**config.mk**
```make
export PLATFORM = sky130hd
export DESIGN_NAME = windowed_pid_with_pwm_accumulator
export DESIGN_NICKNAME = d
export VERILOG_FILES = /design/src/hdl/wpid_pkg.sv /design/src/hdl/wpid_mac.sv /design/src/hdl/wpid_seq.sv /design/src/hdl/windowed_pid_with_pwm_accumulator.sv
export VERILOG_INCLUDE_DIRS = /design/src /design/src/hdl
export SDC_FILE = /design/constraint.sdc
export NUM_CORES = 2
export LEC_CHECK = 0
export ABC_CLOCK_PERIOD_IN_PS = 16900
export BUFFER_PORTS_ARGS = -buffer_cell sky130_fd_sc_hd__buf_2
export CAP_MARGIN = 15
export CORE_ASPECT_RATIO = 2
export CORE_MARGIN = 3
export CORE_UTILIZATION = 47
export CTS_CLUSTER_DIAMETER = 80
export DETAILED_ROUTE_END_ITERATION = 6
export GPL_ROUTABILITY_DRIVEN = 1
export SYNTH_ARGS = -nofsm -noshare
export SYNTH_HDL_FRONTEND = slang
export SYNTH_HIERARCHICAL = 1
export SYNTH_SLANG_ARGS = --single-unit
```
**constraint.sdc**
```tcl
create_clock -name clk -period 16.9 [get_ports clk]
set_input_delay 0.845 -clock clk [delete_from_list [all_inputs] [get_ports clk]]
set_output_delay 0.845 -clock clk [all_outputs]
set_load 0.05 [all_outputs]
```
**src/hdl/assert_macros.svh**
```systemverilog
// Assertion macros included by the top-level RTL file
`ifndef ASSERT_MACROS_SVH
`define ASSERT_MACROS_SVH
`ifndef SYNTH
// same-cycle implication, disabled during reset
`define ASSERT_IMPL(label, ante, cons) \
  label: assert property (@(posedge clk) disable iff (!rst_n) (ante) |-> (cons)) \
    else $error("assertion failed: label");
// next-cycle implication, disabled during reset
`define ASSERT_NEXT(label, ante, cons) \
  label: assert property (@(posedge clk) disable iff (!rst_n) (ante) |=> (cons)) \
    else $error("assertion failed: label");
`else
`define ASSERT_IMPL(label, ante, cons)
`define ASSERT_NEXT(label, ante, cons)
`endif
`endif

```
**src/hdl/wpid_pkg.sv**
```systemverilog
// Package: widths, register codes and types of the windowed PID block
`timescale 1ns / 1ps
package wpid_pkg;

  localparam int WINDOW    = 8;
  localparam int Q_FRAC    = 8;
  localparam int MEAS_W    = 16;
  localparam int E_W       = MEAS_W + 1;
  localparam int GAIN_W    = 16;
  localparam int TOT_W     = 24;
  localparam int SLOPE_W   = E_W + 1;
  localparam int CURV_W    = E_W + 2;
  localparam int OPND_W    = 36;
  localparam int PROD_W    = GAIN_W + OPND_W;
  localparam int ACC_W     = PROD_W + 1;
  localparam int BIAS_W    = E_W + Q_FRAC;
  localparam int CTRL_W    = 32;
  localparam int LVL_W     = CTRL_W + 2;
  localparam int PWM_W     = 16;
  localparam int MODE_W    = 2;
  localparam int STEP_W    = 2;
  localparam int CFG_AW    = 5;
  localparam int CFG_DW    = 32;
  localparam int IN_DW     = 16;
  localparam int OUT_DW    = 72;

  localparam logic [STEP_W-1:0] STEP_LAST = STEP_W'(2);

  // mode codes
  localparam logic [MODE_W-1:0] MODE_POS  = 2'd0;
  localparam logic [MODE_W-1:0] MODE_INC  = 2'd1;
  localparam logic [MODE_W-1:0] MODE_PRED = 2'd2;

  // register indexes (byte address = 4 * index)
  localparam logic [2:0] REG_SETPOINT = 3'd0;
  localparam logic [2:0] REG_GAIN_P   = 3'd1;
  localparam logic [2:0] REG_GAIN_I   = 3'd2;
  localparam logic [2:0] REG_GAIN_D   = 3'd3;
  localparam logic [2:0] REG_FB_GAIN  = 3'd4;
  localparam logic [2:0] REG_PRE_GAIN = 3'd5;
  localparam logic [2:0] REG_PWM_LIM  = 3'd6;
  localparam logic [2:0] REG_MODE     = 3'd7;

  typedef enum logic [1:0] {
    ACC_LOAD,
    ACC_ADD,
    ACC_LOAD_BIAS
  } acc_op_t;

  typedef enum logic [2:0] {
    S_IDLE,
    S_PREP,
    S_MUL,
    S_DRAIN,
    S_SAT,
    S_PWM
  } seq_state_t;

  typedef struct packed {
    logic              in_rdy;
    logic              prep;
    logic              mul;
    logic [STEP_W-1:0] step;
    logic              sat;
    logic              fin;
  } seq_ctl_t;

endpackage

```
**src/hdl/wpid_mac.sv**
```systemverilog
// Shared multiply-accumulate unit: registered product, then accumulate
`timescale 1ns / 1ps
module wpid_mac (
  input  logic                                clk,
  input  logic                                rst_n,
  input  logic                                issue,
  input  wpid_pkg::acc_op_t                   op,
  input  logic signed [wpid_pkg::GAIN_W-1:0]  gain,
  input  logic signed [wpid_pkg::OPND_W-1:0]  opnd,
  input  logic signed [wpid_pkg::BIAS_W-1:0]  bias,
  output logic signed [wpid_pkg::ACC_W-1:0]   acc
);
  import wpid_pkg::*;

  logic signed [PROD_W-1:0] prod_r;
  logic signed [PROD_W-1:0] prod_nxt;
  logic signed [BIAS_W-1:0] bias_r;
  acc_op_t                  op_r;
  logic                     vld_r;
  logic signed [ACC_W-1:0]  acc_r;
  logic signed [ACC_W-1:0]  acc_nxt;

  assign prod_nxt = gain * opnd;

  always_ff @(posedge clk) begin
    if (!rst_n) begin
      vld_r <= 1'b0;
    end else begin
      vld_r <= issue;
    end
  end

  always_ff @(posedge clk) begin
    if (issue) begin
      prod_r <= prod_nxt;
      op_r   <= op;
      bias_r <= bias;
    end
  end

  always_comb begin
    unique case (op_r)
      ACC_LOAD:      acc_nxt = ACC_W'(prod_r);
      ACC_ADD:       acc_nxt = acc_r + ACC_W'(prod_r);
      ACC_LOAD_BIAS: acc_nxt = ACC_W'(prod_r) + ACC_W'(bias_r);
      default:       acc_nxt = acc_r;
    endcase
  end

  always_ff @(posedge clk) begin
    if (vld_r) begin
      acc_r <= acc_nxt;
    end
  end

  assign acc = acc_r;

endmodule

```
**src/hdl/wpid_seq.sv**
```systemverilog
// Sequencer: walks one word through prepare, three MAC steps, drain, saturate, PWM
`timescale 1ns / 1ps
module wpid_seq (
  input  logic               clk,
  input  logic               rst_n,
  input  logic               in_fire,
  input  logic               out_free,
  output wpid_pkg::seq_ctl_t ctl
);
  import wpid_pkg::*;

  seq_state_t        state_r;
  seq_state_t        state_nxt;
  logic [STEP_W-1:0] step_r;
  logic [STEP_W-1:0] step_nxt;

  always_ff @(posedge clk) begin
    if (!rst_n) begin
      state_r <= S_IDLE;
      step_r  <= '0;
    end else begin
      state_r <= state_nxt;
      step_r  <= step_nxt;
    end
  end

  always_comb begin
    state_nxt = state_r;
    step_nxt  = '0;
    unique case (state_r)
      S_IDLE:  if (in_fire) state_nxt = S_PREP;
      S_PREP:  state_nxt = S_MUL;
      S_MUL: begin
        if (step_r == STEP_LAST) begin
          state_nxt = S_DRAIN;
        end else begin
          step_nxt = step_r + STEP_W'(1);
        end
      end
      S_DRAIN: state_nxt = S_SAT;
      S_SAT:   state_nxt = S_PWM;
      S_PWM:   if (out_free) state_nxt = S_IDLE;
      default: state_nxt = S_IDLE;
    endcase
  end

  always_comb begin
    ctl.in_rdy = (state_r == S_IDLE);
    ctl.prep   = (state_r == S_PREP);
    ctl.mul    = (state_r == S_MUL);
    ctl.step   = step_r;
    ctl.sat    = (state_r == S_SAT);
    ctl.fin    = (state_r == S_PWM) && out_free;
  end

endmodule

```
**src/hdl/windowed_pid_with_pwm_accumulator.sv**
```systemverilog
// Top level: windowed PID controller with PWM accumulator
//
// Usage:
//  - Input stream (in_*): one measured sample per word, in_tdata[15:0].
//  - Output stream (out_*): one result word per sample carrying control_out,
//    pwm_level and error_now.
//  - Config port (cfg_*): APB-style, registers at byte address 4*index,
//    pready always high; write registers only while the block is idle.
//  - Timing: an accepted sample goes through a prepare state, the MAC steps
//    issuing into the shared 16x36 multiplier, a drain state, saturate, then
//    the PWM update and output load, and then shows up on out_tvalid.
//    in_tready is high only in the idle state, so the next sample is not
//    accepted until the current one has reached its PWM/output step.
//  - Reset (rst_n low, synchronous): error window, window total and PWM
//    level clear, registers take their defaults (pwm_limit 65535).
//  - Stall: the finished word sits in the output register; the next sample
//    is still accepted and processed, and only its final PWM/output step
//    waits until out_tready frees the output register.
`timescale 1ns / 1ps
`include "assert_macros.svh"
module windowed_pid_with_pwm_accumulator (
  input  logic                           clk,
  input  logic                           rst_n,
  // in_tdata: [15:0] measured
  input  logic                           in_tvalid,
  output logic                           in_tready,
  input  logic [wpid_pkg::IN_DW-1:0]     in_tdata,
  // out_tdata: [31:0] control_out, [47:32] pwm_level, [64:48] error_now, zero pad
  output logic                           out_tvalid,
  input  logic                           out_tready,
  output logic [wpid_pkg::OUT_DW-1:0]    out_tdata,
  input  logic                           cfg_psel,
  input  logic                           cfg_penable,
  input  logic                           cfg_pwrite,
  input  logic [wpid_pkg::CFG_AW-1:0]    cfg_paddr,
  input  logic [wpid_pkg::CFG_DW-1:0]    cfg_pwdata,
  output logic [wpid_pkg::CFG_DW-1:0]    cfg_prdata,
  output logic                           cfg_pready
);
  import wpid_pkg::*;

  // config registers
  logic signed [GAIN_W-1:0] setpoint_r;
  logic signed [GAIN_W-1:0] gp_r;
  logic signed [GAIN_W-1:0] gi_r;
  logic signed [GAIN_W-1:0] gd_r;
  logic signed [GAIN_W-1:0] fb_r;
  logic signed [GAIN_W-1:0] pk_r;
  logic [PWM_W-1:0]         limit_r;
  logic [MODE_W-1:0]        mode_r;
  logic                     cfg_wr;
  logic [2:0]               cfg_idx;

  // datapath state
  logic signed [MEAS_W-1:0]  meas_r;
  logic signed [E_W-1:0]     win_r [WINDOW+1];
  logic signed [TOT_W-1:0]   total_r;
  logic signed [E_W-1:0]     e_r;
  logic signed [SLOPE_W-1:0] slope_r;
  logic signed [CURV_W-1:0]  curv_r;
  logic signed [CTRL_W-1:0]  ctrl_r;
  logic [PWM_W-1:0]          pwm_r;
  logic signed [E_W-1:0]     e_nxt;

  // output register
  logic                      out_valid_r;
  logic signed [CTRL_W-1:0]  out_ctrl_r;
  logic [PWM_W-1:0]          out_pwm_r;
  logic signed [E_W-1:0]     out_err_r;

  seq_ctl_t                  ctl;
  logic                      in_fire;
  logic                      out_free;

  logic                      issue;
  acc_op_t                   op;
  logic signed [GAIN_W-1:0]  gain;
  logic signed [OPND_W-1:0]  opnd;
  logic signed [BIAS_W-1:0]  bias;
  logic signed [ACC_W-1:0]   acc;

  logic signed [ACC_W-1:0]   shifted;
  logic [ACC_W-CTRL_W:0]     hi_bits;
  logic signed [CTRL_W-1:0]  sat_val;

  logic signed [LVL_W-1:0]   lvl;
  logic signed [LVL_W-1:0]   lim_ext;
  logic [PWM_W-1:0]          pwm_mid;
  logic [PWM_W-1:0]          pwm_new;

  // ---------------- configuration port ----------------
  assign cfg_pready = 1'b1;
  assign cfg_wr     = cfg_psel && cfg_penable && cfg_pwrite && cfg_pready;
  assign cfg_idx    = cfg_paddr[CFG_AW-1:2];

  always_ff @(posedge clk) begin
    if (!rst_n) begin
      setpoint_r <= '0;
      gp_r       <= '0;
      gi_r       <= '0;
      gd_r       <= '0;
      fb_r       <= '0;
      pk_r       <= '0;
      limit_r    <= '1;
      mode_r     <= MODE_POS;
    end else if (cfg_wr) begin
      unique case (cfg_idx)
        REG_SETPOINT: setpoint_r <= cfg_pwdata[GAIN_W-1:0];
        REG_GAIN_P:   gp_r       <= cfg_pwdata[GAIN_W-1:0];
        REG_GAIN_I:   gi_r       <= cfg_pwdata[GAIN_W-1:0];
        REG_GAIN_D:   gd_r       <= cfg_pwdata[GAIN_W-1:0];
        REG_FB_GAIN:  fb_r       <= cfg_pwdata[GAIN_W-1:0];
        REG_PRE_GAIN: pk_r       <= cfg_pwdata[GAIN_W-1:0];
        REG_PWM_LIM:  limit_r    <= cfg_pwdata[PWM_W-1:0];
        REG_MODE:     mode_r     <= cfg_pwdata[MODE_W-1:0];
        default:      ;
      endcase
    end
  end

  always_comb begin
    unique case (cfg_idx)
      REG_SETPOINT: cfg_prdata = {{(CFG_DW-GAIN_W){1'b0}}, setpoint_r};
      REG_GAIN_P:   cfg_prdata = {{(CFG_DW-GAIN_W){1'b0}}, gp_r};
      REG_GAIN_I:   cfg_prdata = {{(CFG_DW-GAIN_W){1'b0}}, gi_r};
      REG_GAIN_D:   cfg_prdata = {{(CFG_DW-GAIN_W){1'b0}}, gd_r};
      REG_FB_GAIN:  cfg_prdata = {{(CFG_DW-GAIN_W){1'b0}}, fb_r};
      REG_PRE_GAIN: cfg_prdata = {{(CFG_DW-GAIN_W){1'b0}}, pk_r};
      REG_PWM_LIM:  cfg_prdata = {{(CFG_DW-PWM_W){1'b0}}, limit_r};
      REG_MODE:     cfg_prdata = {{(CFG_DW-MODE_W){1'b0}}, mode_r};
      default:      cfg_prdata = '0;
    endcase
  end

  // ---------------- sequencer ----------------
  assign in_tready = ctl.in_rdy;
  assign in_fire   = in_tvalid && in_tready;
  assign out_free  = !out_valid_r || out_tready;

  wpid_seq u_seq (
    .clk      (clk),
    .rst_n    (rst_n),
    .in_fire  (in_fire),
    .out_free (out_free),
    .ctl      (ctl)
  );

  // ---------------- error window ----------------
  always_ff @(posedge clk) begin
    if (in_fire) begin
      meas_r <= in_tdata[MEAS_W-1:0];
    end
  end

  assign e_nxt = E_W'(setpoint_r) - E_W'(meas_r);

  always_ff @(posedge clk) begin
    if (!rst_n) begin
      for (int i = 0; i <= WINDOW; i++) begin
        win_r[i] <= '0;
      end
      total_r <= '0;
    end else if (ctl.prep) begin
      for (int i = 0; i < WINDOW; i++) begin
        win_r[i] <= win_r[i+1];
      end
      win_r[WINDOW] <= e_nxt;
      total_r       <= total_r - TOT_W'(win_r[0]) + TOT_W'(e_nxt);
    end
  end

  // slope and curvature use the window taps before the shift
  always_ff @(posedge clk) begin
    if (ctl.prep) begin
      e_r     <= e_nxt;
      slope_r <= SLOPE_W'(e_nxt) - SLOPE_W'(win_r[WINDOW]);
      curv_r  <= CURV_W'(e_nxt) - (CURV_W'(win_r[WINDOW]) <<< 1)
                 + CURV_W'(win_r[WINDOW-1]);
    end
  end

  // ---------------- MAC operand select ----------------
  assign bias = {e_r, {Q_FRAC{1'b0}}};

  always_comb begin
    issue = 1'b0;
    op    = ACC_LOAD;
    gain  = gp_r;
    opnd  = '0;
    unique case (mode_r)
      MODE_POS: begin
        issue = ctl.mul;
        unique case (ctl.step)
          2'd0:    begin op = ACC_LOAD; gain = gp_r; opnd = OPND_W'(e_r);     end
          2'd1:    begin op = ACC_ADD;  gain = gi_r; opnd = OPND_W'(total_r); end
          default: begin op = ACC_ADD;  gain = gd_r; opnd = OPND_W'(slope_r); end
        endcase
      end
      MODE_INC: begin
        issue = ctl.mul;
        unique case (ctl.step)
          2'd0:    begin op = ACC_LOAD; gain = gp_r; opnd = OPND_W'(slope_r); end
          2'd1:    begin op = ACC_ADD;  gain = gi_r; opnd = OPND_W'(e_r);     end
          default: begin op = ACC_ADD;  gain = gd_r; opnd = OPND_W'(curv_r);  end
        endcase
      end
      MODE_PRED: begin
        // step 1 is a bubble so that the inner term lands in acc first
        unique case (ctl.step)
          2'd0: begin
            issue = ctl.mul;
            op    = ACC_LOAD_BIAS;
            gain  = pk_r;
            opnd  = OPND_W'(slope_r);
          end
          2'd1: issue = 1'b0;
          default: begin
            issue = ctl.mul;
            op    = ACC_LOAD;
            gain  = fb_r;
            opnd  = acc[OPND_W-1:0];
          end
        endcase
      end
      default: issue = 1'b0;
    endcase
  end

  wpid_mac u_mac (
    .clk   (clk),
    .rst_n (rst_n),
    .issue (issue),
    .op    (op),
    .gain  (gain),
    .opnd  (opnd),
    .bias  (bias),
    .acc   (acc)
  );

  // ---------------- floor shift and saturate ----------------
  assign shifted = (mode_r == MODE_PRED) ? (acc >>> (2 * Q_FRAC)) : (acc >>> Q_FRAC);
  assign hi_bits = shifted[ACC_W-1:CTRL_W-1];

  always_comb begin
    if ((&hi_bits) || !(|hi_bits)) begin
      sat_val = shifted[CTRL_W-1:0];
    end else if (shifted[ACC_W-1]) begin
      sat_val = {1'b1, {(CTRL_W-1){1'b0}}};
    end else begin
      sat_val = {1'b0, {(CTRL_W-1){1'b1}}};
    end
  end

  always_ff @(posedge clk) begin
    if (ctl.sat) begin
      if (mode_r == MODE_POS || mode_r == MODE_INC || mode_r == MODE_PRED) begin
        ctrl_r <= sat_val;
      end else begin
        ctrl_r <= '0;
      end
    end
  end

  // ---------------- PWM accumulate ----------------
  assign lvl     = LVL_W'($signed({1'b0, pwm_r})) + LVL_W'(ctrl_r);
  assign lim_ext = LVL_W'($signed({1'b0, limit_r}));

  always_comb begin
    pwm_mid = pwm_r;
    if (ctrl_r > 0) begin
      if (lvl <= lim_ext) pwm_mid = lvl[PWM_W-1:0];
    end else begin
      if (lvl >= 0) pwm_mid = lvl[PWM_W-1:0];
    end
    if (mode_r == MODE_INC) begin
      pwm_new = (pwm_mid > limit_r) ? limit_r : pwm_mid;
    end else begin
      pwm_new = pwm_r;
    end
  end

  always_ff @(posedge clk) begin
    if (!rst_n) begin
      pwm_r <= '0;
    end else if (ctl.fin) begin
      pwm_r <= pwm_new;
    end
  end

  // ---------------- output register ----------------
  always_ff @(posedge clk) begin
    if (!rst_n) begin
      out_valid_r <= 1'b0;
    end else if (ctl.fin) begin
      out_valid_r <= 1'b1;
    end else if (out_tready) begin
      out_valid_r <= 1'b0;
    end
  end

  always_ff @(posedge clk) begin
    if (ctl.fin) begin
      out_ctrl_r <= ctrl_r;
      out_pwm_r  <= pwm_new;
      out_err_r  <= e_r;
    end
  end

  assign out_tvalid = out_valid_r;
  assign out_tdata  = {{(OUT_DW-CTRL_W-PWM_W-E_W){1'b0}}, out_err_r, out_pwm_r, out_ctrl_r};

  // ---------------- assertions ----------------
  `ASSERT_NEXT(a_busy_after_accept, in_fire, !in_tready)
  `ASSERT_NEXT(a_pwm_hold_other_modes, mode_r != MODE_INC && !cfg_wr, $stable(pwm_r))
  `ASSERT_NEXT(a_pwm_within_limit, ctl.fin && mode_r == MODE_INC && !cfg_wr, pwm_r <= limit_r)
  `ASSERT_IMPL(a_fin_needs_room, ctl.fin, !out_valid_r || out_tready)

endmodule

```
==> summary.md <==
| Metric | Value |
|---|---|
| Status | finished clean |
| Initial antenna violation count | 5 |
| Drt drc | 0 |
| H-tree levels | 2 |
| Final core occ | roughly 50% |
| Max VDD drop | 0.09461 mV |
| Die area | about 120000 sq um |
| EDFF count, synth | approximately 450 |
| Post-Synth XOR/XNOR Area | 2.806% |
| Register bit total from synthesis | 613 |
| Non-Filler Instances | 7270 |
| Clk_skew | 0.03572 ns |
| Largest net degree at the start of global routing | between 150 and 200 |
| Syn avg cell area | 9.575 sq um |
| Ports | 167 |
| Routed len/inst | around 23 um |
| Ranking of synthesized cells by area | edfxtp_1 25%, fa_1 21%, ha_1 6.9% |
| Largest family of logic cells by synthesized area | adder cells |
| Placed insts | 7170 |
| Later-pin clock latency in the skew report | 0.64 ns |
| CTS tree | built |
| Via-to-Cell Ratio | 5.740 |
| Slew @ Worst Pin | roughly 1.1 ns |
| Max cap viols | 0 |
| First-pass GRT wire length | 254500 um |
| Clock tree root driver cell | clkbuf_16 |
| Slew headroom | 26.35% |
| Crit-path max FO | 55 |
| Final nets | between 6000 and 7000 |
| First DRT Iteration DRCs | 2734 |
| Switching pwr | about 1.7 mW |
| CTS Buf Count | 52 |
| Total track usage | 27.85% |
| Main synth FF type | edfxtp_1 |
| Endpoints failing setup | 0 |
| Worst-path clk slew | 0.08 ns |
| Switch share | 35.31% |
| Fin crit share | roughly three fifths |
| Combinational power share | 31.9% |
| Leakage power | between 20 and 30 nW |
| Crit. End Element | flop |
| Rows | 176 |
| Power per cell area | 82.17 nW/um^2 |
| Number of global-route vias before repair | 43683 |
| Max clock buf depth | 3 |
| Hold Path Class | in -> reg |
| Storage element area | around 17000 sq um |
| FFs w/ async S/R, synth | 0% |
| Via Count | 41732 |
| Share of synthesized cell area in and, or, nand and nor gates | 15.45% |
| Post-route ant nets | 0 |
| Final WL | 166800 um |
| Area leader, netlist | edfxtp_1 |
| Proportion of synthesized area in mux cells | 2.195% |
| Area share of the largest cell type after synthesis | 24.85% |
| Seq pwr share | around two fifths |
| Die height | 488.1 um |
| Mapped Cells | 5704 |
| Cts repair resizes | 0 |
| Setup Fix Bufs, Post-CTS | 0 |
| Setup CP Type | reg -> reg |
| Area of the multi-input gates | around 34000 sq um |
| Initial cell density of the core | between 40% and 50% |
| Layout area overhead | 7.770% |
| Clock power frac | 28.3% |
| Adder-cell area share of the yosys netlist | 28.35% |
| RSZ-0062 raised after global routing | no |
| HPWL after detailed placement | 125400 um |
| Fraction of layout cells with a size suffix above 1 | 8.096% |
| Core box area | between 100000 and 150000 sq um |
| Post-Syn Area | 54620 sq um |
| Synth Area in Compound Gates | between 10% and 20% |
| Setup TNS | 0 ns |
| Register area share after synthesis | 30.75% |
| Setup crit start kind | flop |
| CTS Sinks | a little over 600 |
| P_int | 3.129 mW |
| Hold Vio Cnt, Final | 0 |
| Cts hold-fix bufs | 0 |
| Worst endpoint data arrival time | roughly 10 ns |
| Die width | 247.1 um |
| Final RePlAce weighted congestion | 0.9082 |
| Post-route minimum period | 9.972 ns |
| Maximum clock rate | 0.1003 GHz |
| WP data required | 17.24 ns |
| Remaining Overflow, GRT | 0 |
| # fillers | 10734 |
| IO Port Bufs | 124 |
| Yosys warns | 6 |
| Slew Viols, Final | 0 |
| Post-synth cell types | 97 |
| First-pass detailed-route iteration total | 6 |
==> Yosys cell counts, types with 7 or more instances <==
library cell  number
mux2i_1           50
o22ai_1           19
or3_1             15
a21boi_0         111
a221o_1           33
a22o_1            12
nor3_1            60
or2_2             12
a222oi_1          12
buf_1             15
clkbuf_1         254
ha_1             300
dfxtp_1          161
nand2_1          834
nor2b_1           36
a21o_1            81
a211oi_1          21
nor4_1            12
o211ai_1          43
and3_1           157
and2_1           259
a21oi_1          238
o21a_1            29
nor3b_1           11
o21ai_1           27
xor2_1            61
o2111ai_1          7
o31ai_1           12
mux2_2            52
o21ai_0          220
fa_1             586
a221oi_1           9
o221ai_1           7
inv_1            778
xnor2_1          114
edfxtp_1         452
o21bai_1          22
buf_4             25
a31oi_1           56
nand4_1           29
nor2_1           228
nand3_1           73
a22oi_1           15
nand2b_1          37
==> registers in the layout, indices dropped and copies added, names as in the netlist, 18 cells and up <==
signal and flops:
win_r 153, u_mac/acc 53, u_mac/prod_r 52, ctrl_r 32, out_ctrl_r 32, u_mac/bias_r 25
total_r 24, curv_r 19, slope_r 18
==> cell usage in the layout (no fill, tap or decap), types with 21 or more instances in the layout <==
| cell | count |
|---|---|
| xor2_1 | 61 |
| mux2i_1 | 50 |
| buf_2 | 123 |
| conb_1 | 32 |
| o21ai_0 | 198 |
| dfxtp_1 | 159 |
| clkbuf_16 | 55 |
| o21a_1 | 29 |
| buf_4 | 101 |
| a221o_1 | 33 |
| inv_1 | 777 |
| and2_1 | 258 |
| a21boi_0 | 111 |
| o21ai_1 | 34 |
| nand2b_1 | 37 |
| o211ai_1 | 43 |
| a21o_1 | 81 |
| mux2_2 | 52 |
| and3_1 | 157 |
| nor2_1 | 221 |
| a31oi_1 | 56 |
| xnor2_1 | 114 |
| fa_1 | 586 |
| ha_1 | 299 |
| nand2_1 | 834 |
| nand4_1 | 29 |
| a211oi_1 | 21 |
| nor2b_1 | 34 |
| o21bai_1 | 22 |
| nand3_1 | 73 |
| a21oi_1 | 237 |
| nor3_1 | 60 |
| edfxtp_1 | 452 |
==> critical path, cell delays in order, from the launching register on <==
cell       delay [ns]
dfxtp_2          0.31
buf_4            0.35
inv_1            0.35
nand2_1          0.17
o21ai_0          0.65
a221oi_1         0.30
nor2_2           0.84
nand2_1          0.19
fa_1             0.57
inv_1            0.05
fa_1             0.48
fa_1             0.57
fa_1             0.45
fa_1             0.49
inv_1            0.05
fa_1             0.59
inv_1            0.08
ha_1             0.36
a21o_1           0.21
a21o_1           0.19
a21oi_1          0.22
nand3_1          0.19
o21ai_1          0.35
a211oi_1         0.16
o31ai_1          0.43
a21oi_1          0.22
mux2i_1          0.16
a2111oi_0        0.68
==> power groups by stage <==
stage | logic (mW) | clock network [mW] | registers [mW]
finish | 1.54 | 1.37 | 1.93
global route | 1.70 | 1.44 | 1.94
CTS | 1.54 | 1.40 | 1.93
detailed placement | 1.52 | 0 | 1.96
global placement | 1.50 | 0 | 1.96
floorplan | 1.10 | 0 | 1.90
==> logic make-up (layout without fill, tap and decap cells) <==
logic type / Yosys count / count (layout)
and+or+nand+nor: 1786 / 1786
buffers and inverters: 1085 / 1107
AOI/OAI and AO/OA: 1050 / 1050
adders and majority gates: 886 / 886
DFF: 613 / 613
xor gates and xnor gates: 175 / 175
muxes: 107 / 107
other: 2 / 33
==> stage by stage <==
step	total power, mW	area (sq um)	hold WS, ns	worst slack [ns]
3_3_place_gp	3.463	56920	0.4517	7.036
4_1_cts	4.863	58820	0.3490	6.964
2_1_floorplan	3.002	54730	0.4112	8.041
3_5_place_dp	3.485	56920	0.4718	6.957
5_1_grt	5.082	58860	0.3684	6.576
6_report	4.837	58860	0.3833	6.928
==> path summary, 6_finish.rpt <==
kind	cells past startpoint	slack, ns	endpoint	start
worst max register to register	27	6.93	u_mac/prod_r[42]$_DFFE_PP_	u_seq/step_r[0]$_SDFF_PP0_
worst min register to register	2	0.48	gp_r[3]$_SDFFE_PN0P_	gp_r[3]$_SDFFE_PN0P_
worst min-delay path	1	0.38	meas_r[2]$_DFFE_PP_	in_tdata[2]
worst max-delay path	27	6.93	u_mac/prod_r[42]$_DFFE_PP_	u_seq/step_r[0]$_SDFF_PP0_
==> per-layer routing <==
layer	GRT usage (%)	up-vias	wire (um)
met4	18.97	2	13800
met2	52.20	1326	88470
met3	2.808	561	7627
met1	28.84	20881	56900
met5	0	-	15
li1	-	18962	-
==> area by class of cell <==
cell class	instances	area share (%)
antenna	1	0.004251
clock buffer	58	2.374
clock inverter	39	0.8524
inverter	782	4.999
multi-input combinational	4036	57.56
sequential	613	28.54
tap	1513	3.216
timing repair buffer	228	2.453
No activity file was read; power rests on OpenSTA's default activity.
